<file path="src/rtl/saq_pkg.sv">
// shared types and constants for the shortest-arc quaternion block
package saq_pkg;

    localparam int unsigned ONE_Q14   = 16384;
    localparam int unsigned SQ_STEPS  = 16;
    localparam int unsigned DIV_STEPS = 16;
    localparam int unsigned LANES     = 3;

    // classified item handed from front to back
    typedef struct packed {
        logic signed [32:0] ax;
        logic signed [32:0] ay;
        logic signed [32:0] az;
        logic signed [15:0] dq;
        logic [16:0]        t;
    } saq_item_t;

    typedef struct packed {
        logic full;
        logic empty;
    } saq_qstat_t;

endpackage

</file>
<file path="src/rtl/saq_queue.sv">
// two-entry queue between front and back
module saq_queue
    import saq_pkg::*;
(
    input  logic       clk,
    input  logic       rst_n,
    input  logic       push,
    input  saq_item_t  push_item,
    input  logic       pop,
    output saq_item_t  head,
    output saq_qstat_t stat
);

    saq_item_t  mem [0:1];
    logic       wr_ptr_reg;
    logic       rd_ptr_reg;
    logic [1:0] count_reg;
    logic       do_push;
    logic       do_pop;

    assign stat.full  = (count_reg == 2'd2);
    assign stat.empty = (count_reg == 2'd0);
    assign do_push    = push && !stat.full;
    assign do_pop     = pop && !stat.empty;
    assign head       = mem[rd_ptr_reg];

    always_ff @(posedge clk or negedge rst_n)
    begin
        if (!rst_n)
        begin
            wr_ptr_reg <= 1'b0;
            rd_ptr_reg <= 1'b0;
            count_reg  <= 2'd0;
        end
        else
        begin
            if (do_push)
                wr_ptr_reg <= !wr_ptr_reg;
            if (do_pop)
                rd_ptr_reg <= !rd_ptr_reg;
            count_reg <= count_reg + 2'(do_push) - 2'(do_pop);
        end
    end

    always_ff @(posedge clk)
    begin
        if (do_push)
            mem[wr_ptr_reg] <= push_item;
    end

endmodule

</file>
<file path="config.mk">
export PLATFORM = sky130hd
export DESIGN_NAME = saq_queue
export DESIGN_NICKNAME = d
export VERILOG_FILES = /design/src/rtl/saq_pkg.sv /design/src/rtl/saq_queue.sv
export SDC_FILE = /design/constraint.sdc
export NUM_CORES = 1
export LEC_CHECK = 0
export BUFFER_PORTS_ARGS = -buffer_cell sky130_fd_sc_hd__buf_2
export CAP_MARGIN = 30
export CORE_MARGIN = 2
export CORE_UTILIZATION = 58
export CTS_BUF_LIST = sky130_fd_sc_hd__clkbuf_2 sky130_fd_sc_hd__clkbuf_4 sky130_fd_sc_hd__clkbuf_8
export CTS_CLUSTER_SIZE = 28
export DETAILED_ROUTE_END_ITERATION = 16
export GPL_TIMING_DRIVEN = 0
export PLACE_DENSITY = 0.87
export SLEW_MARGIN = 10
export SYNTH_ARGS = -nofsm -noshare
export SYNTH_HDL_FRONTEND = slang
export SYNTH_SLANG_ARGS = --single-unit
export TNS_END_PERCENT = 10
</file>
<file path="constraint.sdc">
create_clock -name clk -period 11.6 [get_ports clk]
set_clock_uncertainty 0.15 [all_clocks]
set_input_delay 1.16 -clock clk [delete_from_list [all_inputs] [get_ports clk]]
set_output_delay 1.16 -clock clk [all_outputs]
set_load 0.1 [all_outputs]
</file>
# ---- Word level (Yosys, flattened, before mapping)
# Memory sizes are Yosys's and may differ from the RTL's.
# Cells that the tools add are included.
dict set report totals {
  register_bits 4
  latchBits 0
  in_bits 136
  output_inout_bits 134
  mem_bits_rw 264
  rom_bits 0
  mem_count 1
}
dict set report op_classes {
  reduce_logical 7
  bitwise 0
  multipliers 0
  mux 2
  shift 0
  addsub 2
  n_eq_ne 1
  n_div 0
  magnitude_cmp 0
}
# memory words width read_ports rd_clocked_by_memory_dff write_ports line_no
set mem_list {}
lappend mem_list {mem 2 132 1 0 1 saq_queue.sv:14} ;# saq_item_t mem [0:1];
# op n
set op_table {}
lappend op_table {{1-bit zero test} 4}
lappend op_table {{2-bit by 1-bit adder with 2-bit output} 1}
lappend op_table {{2-bit equality test, second input constant} 1}
lappend op_table {{1-bit logical AND} 2}
lappend op_table {{2-bit zero test} 1}
lappend op_table {{1-bit 2-to-1 mux} 2}
lappend op_table {{2-bit by 1-bit subtractor with 2-bit output} 1}

# ---- Depth between registers and ports, before layout
# Gate-level depths: netlist (run 1).
dict set report logic_depth {
  word_depth 5
  depth_mapped 7
  ltp_nobuf 7
}

# ---- Worst setup path before layout (run 1)
# No wires, ideal clock.
dict set report synth_path {
  path_kind {in2reg}
  start {in push}
  end {mem mem[0][0] in the netlist's numbering, enable pin}
  setup_ns 0.625
  arrival_time_ns 6.738
  setup_slack_ns 4.087
  t_required_ns 10.825
  stages 2
  path_cell_list {nand2_1 -> nor2_1}
}
dict set report synth_between {
  elab_chain_len 3
}
# item line_no
set synth_rtl {}
lappend synth_rtl {{start, declared} saq_queue.sv:7} ;# input logic push,
lappend synth_rtl {{1-bit logical AND} saq_queue.sv:23} ;# assign do_push = push && !stat.full;
lappend synth_rtl {{1-bit 2-to-1 mux} saq_queue.sv:47} ;# if (do_push)
lappend synth_rtl {{1-bit 2-to-1 mux (not written as such)} saq_queue.sv:48} ;# mem[wr_ptr_reg] <= push_item;
lappend synth_rtl {{end, declared} saq_queue.sv:14}
# No other way between the ends.

==> results of run 1 <==
## layout make-up
| cell class | count | area (um^2) | area share, % |
|---|---|---|---|
| repair buffers | 276 | 1524 | 12.15 |
| clock buffers | 54 | 661.9 | 5.275 |
| flip-flops and latches | 268 | 8028 | 63.98 |
| inverters | 2 | 7.507 | 0.05983 |
| plain buffers | 15 | 131.4 | 1.047 |
| multi-input cells | 144 | 1852 | 14.76 |
| clock inverters | 13 | 61.31 | 0.4886 |
| well taps | 225 | 281.5 | 2.244 |
## worst max-delay path by stage
stage                                 startpoint  slack [ps]  depth (start not counted)                   end
after detailed placement                    push        8660                          5  mem[0][14]$_DFFE_PP_
final                     rd_ptr_reg$_DFFE_PN0P_        8300                          5              head[75]
after floorplan                             push        4090                          2   mem[0][0]$_DFFE_PP_
after global routing      rd_ptr_reg$_DFFE_PN0P_        8210                          5              head[75]
after CTS                 rd_ptr_reg$_DFFE_PN0P_        8240                          5              head[62]
after global placement                      push        1730                          3  mem[0][98]$_DFFE_PP_
## metrics by stage
stage               util, %  worst slack, ps
finish                73.56             8304
global route          73.56             8210
CTS                   73.56             8241
detailed placement    69.32             8660
global placement      68.21             1733
floorplan                 -             4087
## cell families after synthesis
| kind of cell | count (synthesis) |
|---|---|
| muxes | 132 |
| DFF | 268 |
| and+or+nand+nor | 6 |
| xor gates and xnor gates | 4 |
| adders and majority gates | 2 |
| buffers and inverters | 17 |
## worst reg2reg max path, delay by kind of cell, from the launching register on
kind          cells  cell delay [ps]
simple gates      3              880
flops             1              380
buf+inv           2              500
## Yosys cell counts, drive strengths merged
library cell	n	area share (%)
inv	2	0.075
nor2b	1	0.063
xnor2	3	0.26
mux2	132	17
nand2b	1	0.063
dfrtp	4	1.0
edfxtp	264	79
ha	2	0.25
xor2	1	0.088
nor2	2	0.075
nand2	1	0.037
and3	1	0.063
buf	15	1.3
## metal layers
layer  up-vias  share of wire [%]  global-route usage, %
met3        29                9.4                  7.146
li1       2347                  -                      -
met5         -                  0                      0
met1      2475                 37                  22.73
met4         0                1.5                  5.845
met2       222                 52                  34.52
## placed cells by master (no fill, tap or decap), types with 5 or more instances in the layout
cell type  synthesis  final
clkbuf_4           0     13
buf_6              9      9
buf_16             0      5
buf_2              6    275
clkbuf_8           0     41
edfxtp_1         264    264
mux2_2            62     62
mux2_4            70     70
clkinv_1           0      7
==> impl_metrics.json, run 1 <==
{
  "status": "finished clean",
  "r2r_slack_ps": 9400,
  "io_pins": 270,
  "post_cts_buffers": 0,
  "first_global_vias": 5322,
  "final_nets": 885,
  "ctsLongestPathBuffers": 3,
  "yosys.area_share.xor_xnor_pct": 0.3501,
  "setup_viol": 0,
  "die_w_um": 135.3,
  "fillerInstances": 1008,
  "worstPathCellList": "buf_6 > buf_6 > buf_6 > mux2_4 > buf_2",
  "stdcell_area_um2": 12550,
  "cpPeakStageDelay_ps": 330,
  "dp.cells": 930,
  "yosysSeqAreaShare_pct": 80.23,
  "critPathLaunchType": "flip-flop",
  "die_y_um": 135.3,
  "crit_top_cell": "buf_6",
  "std_cell_rows": 48,
  "vias": 5073,
  "critPathTopFamily": "buffers and inverters",
  "grtUsageTotal_pct": 19.65,
  "drc": 0,
  "grt_start_max_net_pins": 62,
  "slew_headroom_pct": 54.93,
  "synth_area_um2": 10010,
  "drive_gt1_share_pct": 62.82,
  "synth_top_family_by_area": "multiplexers",
  "tns_ps": 0,
  "drtIter0Drc": 231,
  "worstRegToRegCells": 5,
  "drv_slew": 0,
  "synthDistinctLibCells": 15,
  "path_max_fanout": 10,
  "routedWlPerCell_um": 18.65,
  "yosys_warnings": 0,
  "die-area_um2": 18320,
  "numPortBuffers": 269,
  "cts_resized": 0,
  "viasPerCell": 5.088,
  "place_congestion": 0.7177,
  "drv_cap": 0,
  "worst_pin_slew_ps": 674.5,
  "placed_area_um2": 11820,
  "report.final.hold_viol_count": 0,
  "instances_no_fill": 997,
  "cts-root-buf": "clkbuf_8",
  "crit_required_ps": 10290,
  "core_area_um2": 17060,
  "grt_pass1_wl_um": 27340,
  "synth_seq_cells": 268,
  "syn_inst": 429,
  "slowest_stage": "dfrtp_1",
  "synthSimpleGateAreaFrac_pct": 0.3001,
  "clock.fmax_ghz": 0.3034,
  "largest_register_ffs": 264,
  "dp_hpwl_um": 13220,
  "antenna_cells": 0,
  "r2r_start": "count_reg[0]$_DFF_PN0_",
  "drtAntennaViolNets": 0,
  "clk_pin_slew_ps": 60,
  "min_path_type": "in2async",
  "antenna_found_initial": 0,
  "syn2layout_area_growth_pct": 25.40,
  "synth_compound_area_share_pct": 0,
  "end_kind": "output pin",
  "htreeDepth": 2,
  "cp_num_buf_inv": 4,
  "worstPathArrival_ps": 1990,
  "start_util_pct": 58.66,
  "cts_tree": "done",
  "timing.rr.end": "mem[0][13]$_DFFE_PP_",
  "ctsHoldBuffers": 0,
  "routed_wl_um": 18590,
  "worstSetupPathType": "reg2out",
  "rsz0062_at_grt": "no",
  "period_share_pct": 28.42,
  "finalCriticalPeriod_ps": 3296,
  "syn-num-nets": 567,
  "cts_buffers": 40,
  "clock_sinks": 268,
  "synthMuxAreaShare_pct": 17.48,
  "drt_pass1_iterations": 5,
  "whs_ps": 299.8,
  "clock_latency_ps": 500,
  "avgSynthCellArea_um2": 23.32,
  "synth_adder_area_share_pct": 0.2501,
  "grt.overflow.total": 0
}
Power of run 1 is not shown: default switching activity piles up to over one toggle a cycle in this logic, so the estimate is an artifact.
==> inputs of run 2 (changes only) <==
--- a/config.mk
+++ b/config.mk
@@ -8,12 +8,12 @@
 export BUFFER_PORTS_ARGS = -buffer_cell sky130_fd_sc_hd__buf_2
 export CAP_MARGIN = 30
 export CORE_MARGIN = 2
-export CORE_UTILIZATION = 58
+export CORE_UTILIZATION = 49
 export CTS_BUF_LIST = sky130_fd_sc_hd__clkbuf_2 sky130_fd_sc_hd__clkbuf_4 sky130_fd_sc_hd__clkbuf_8
 export CTS_CLUSTER_SIZE = 28
 export DETAILED_ROUTE_END_ITERATION = 16
 export GPL_TIMING_DRIVEN = 0
-export PLACE_DENSITY = 0.87
+export PLACE_DENSITY = 0.78
 export SLEW_MARGIN = 10
 export SYNTH_ARGS = -nofsm -noshare
 export SYNTH_HDL_FRONTEND = slang
==> constraint.sdc (replaced) <==
create_clock -name clk -period 2.9 [get_ports clk]
set_clock_uncertainty 0.15 [all_clocks]
set_input_delay 0.29 -clock clk [delete_from_list [all_inputs] [get_ports clk]]
set_output_delay 0.29 -clock clk [all_outputs]
set_load 0.1 [all_outputs]
==> impl_metrics.json, run 2 (synthesized netlist as in run 1, its figures left out) <==
{
  "period_share_pct": 84.83,
  "worstRegToRegCells": 5,
  "rsz0062_at_grt": "no",
  "numPortBuffers": 269,
  "crit_required_ps": 2460,
  "core_area_um2": 20170,
  "viasPerCell": 4.853,
  "worstPathArrival_ps": 2020,
  "ctsLongestPathBuffers": 3,
  "syn2layout_area_growth_pct": 40.94,
  "die_y_um": 146.9,
  "grtUsageTotal_pct": 19.71,
  "min_path_type": "in2reg",
  "cts_buffers": 45,
  "die-area_um2": 21580,
  "min_path_cells": 3,
  "clock.fmax_ghz": 0.4065,
  "finalCriticalPeriod_ps": 2460,
  "std_cell_rows": 52,
  "drtIter0Drc": 302,
  "cp.depth": 5,
  "post_cts_buffers": 0,
  "antenna_found_initial": 1,
  "timing.final.ws_setup_ps": 440.0,
  "critPathTopFamily": "buffers and inverters",
  "final_nets": 1024,
  "grt.overflow.total": 0,
  "clock_sinks": 268,
  "drtAntennaViolNets": 0,
  "final_cell_mix": "buf_2, edfxtp_1, dlygate4sd3_1, mux2_4, mux2_2",
  "seq_area_um2": 8028,
  "worstPathCellList": "buf_6 > buf_6 > buf_6 > mux2_4 > buf_2",
  "place_congestion": 0.7357,
  "cts_tree": "done",
  "cpPeakStageDelay_ps": 350,
  "drc": 0,
  "whs_ps": 67.50,
  "slew_headroom_pct": 38.13,
  "drt_pass1_iterations": 4,
  "fillerInstances": 1253,
  "cts_resized": 0,
  "slowest_stage": "dfrtp_1",
  "critPathLaunchType": "flip-flop",
  "clock_latency_ps": 530,
  "largest_register_ffs": 264,
  "worst_pin_slew_ps": 925.9,
  "final_common_cell": "buf_2",
  "first_global_vias": 6420,
  "drive_gt1_share_pct": 53.99,
  "tns_ps": 0,
  "pre_cts_slack_ps": 530.9,
  "multiInputGateArea_um2": 1854,
  "setup_viol": 0,
  "worstSetupPathType": "reg2out",
  "io_pins": 270,
  "drv_cap": 0,
  "grt_start_max_net_pins": 64,
  "report.final.hold_viol_count": 0,
  "routedWlPerCell_um": 18.17,
  "dp.cells": 974,
  "cp_num_buf_inv": 4,
  "status": "finished clean",
  "drv_slew": 0,
  "grt_pass1_wl_um": 33040,
  "end_kind": "output pin",
  "routed_wl_um": 21550,
  "die_w_um": 146.9,
  "htreeDepth": 2,
  "cts-root-buf": "clkbuf_8",
  "clk_pin_slew_ps": 60,
  "dp_hpwl_um": 13190,
  "start_util_pct": 49.61,
  "vias": 5756,
  "path_max_fanout": 10,
  "crit_top_cell": "buf_6",
  "instances_no_fill": 1186
}
## run 2: cell count changes in the layout (fill, tap and decap cells not counted), sizes merged
cell and delta:
dlygate4sd3 +135, diode +1, buf -1, clkinv +2
clkbuf +5, bufinv +4, clkinvlp -2
## run 2: per-layer routing
| metal | vias to the layer above | GRT usage, % | routed length (um) |
|---|---|---|---|
| met5 | - | 0 | 0 |
| met3 | 40 | 5.559 | 1439 |
| met4 | 0 | 6.635 | 445 |
| li1 | 2628 | - | - |
| met2 | 239 | 36.08 | 11510 |
| met1 | 2849 | 22.24 | 8150 |
## run 2: area by class of cell
| class | count | share of cell area [%] |
|---|---|---|
| clock inverters | 17 | 1.251 |
| clock buffers | 59 | 5.137 |
| plain buffers | 15 | 0.9316 |
| flip-flops and latches | 268 | 56.92 |
| multi-input cells | 144 | 13.15 |
| diodes | 1 | 0.01774 |
| well taps | 270 | 2.396 |
| inverters | 2 | 0.05323 |
| repair buffers | 410 | 20.14 |
## run 2: final timing paths
check	start	to	slack, ps
max	rd_ptr_reg$_DFFE_PN0P_	head[114]	440
min	pop	rd_ptr_reg$_DFFE_PN0P_	70
max reg2reg	count_reg[0]$_DFF_PN0_	mem[0][121]$_DFFE_PP_	460
min reg2reg	count_reg[1]$_DFF_PN0_	count_reg[1]$_DFF_PN0_	370
max in group asynchronous	rst_n	rd_ptr_reg$_DFFE_PN0P_	1890
min in group asynchronous	rst_n	count_reg[0]$_DFF_PN0_	520
## run 2: stage by stage
stage               cell area (um^2)  utilization, %
floorplan                      10020               -
global placement               11700           58.01
detailed placement             11850           58.74
CTS                            14100           69.91
global route                   14100           69.92
finish                         14100           69.92
## run 2: worst min-delay path, stage by stage
cell and delay, ps:
buf_2 90, nor2b_1 150, xor2_1 160
## run 2: repair_timing
action                     CTS  global route
hold buffers               135             0
hold endpoints to repair   269             0
setup endpoints to repair    0             0
Power of run 2 is left out for the same reason.
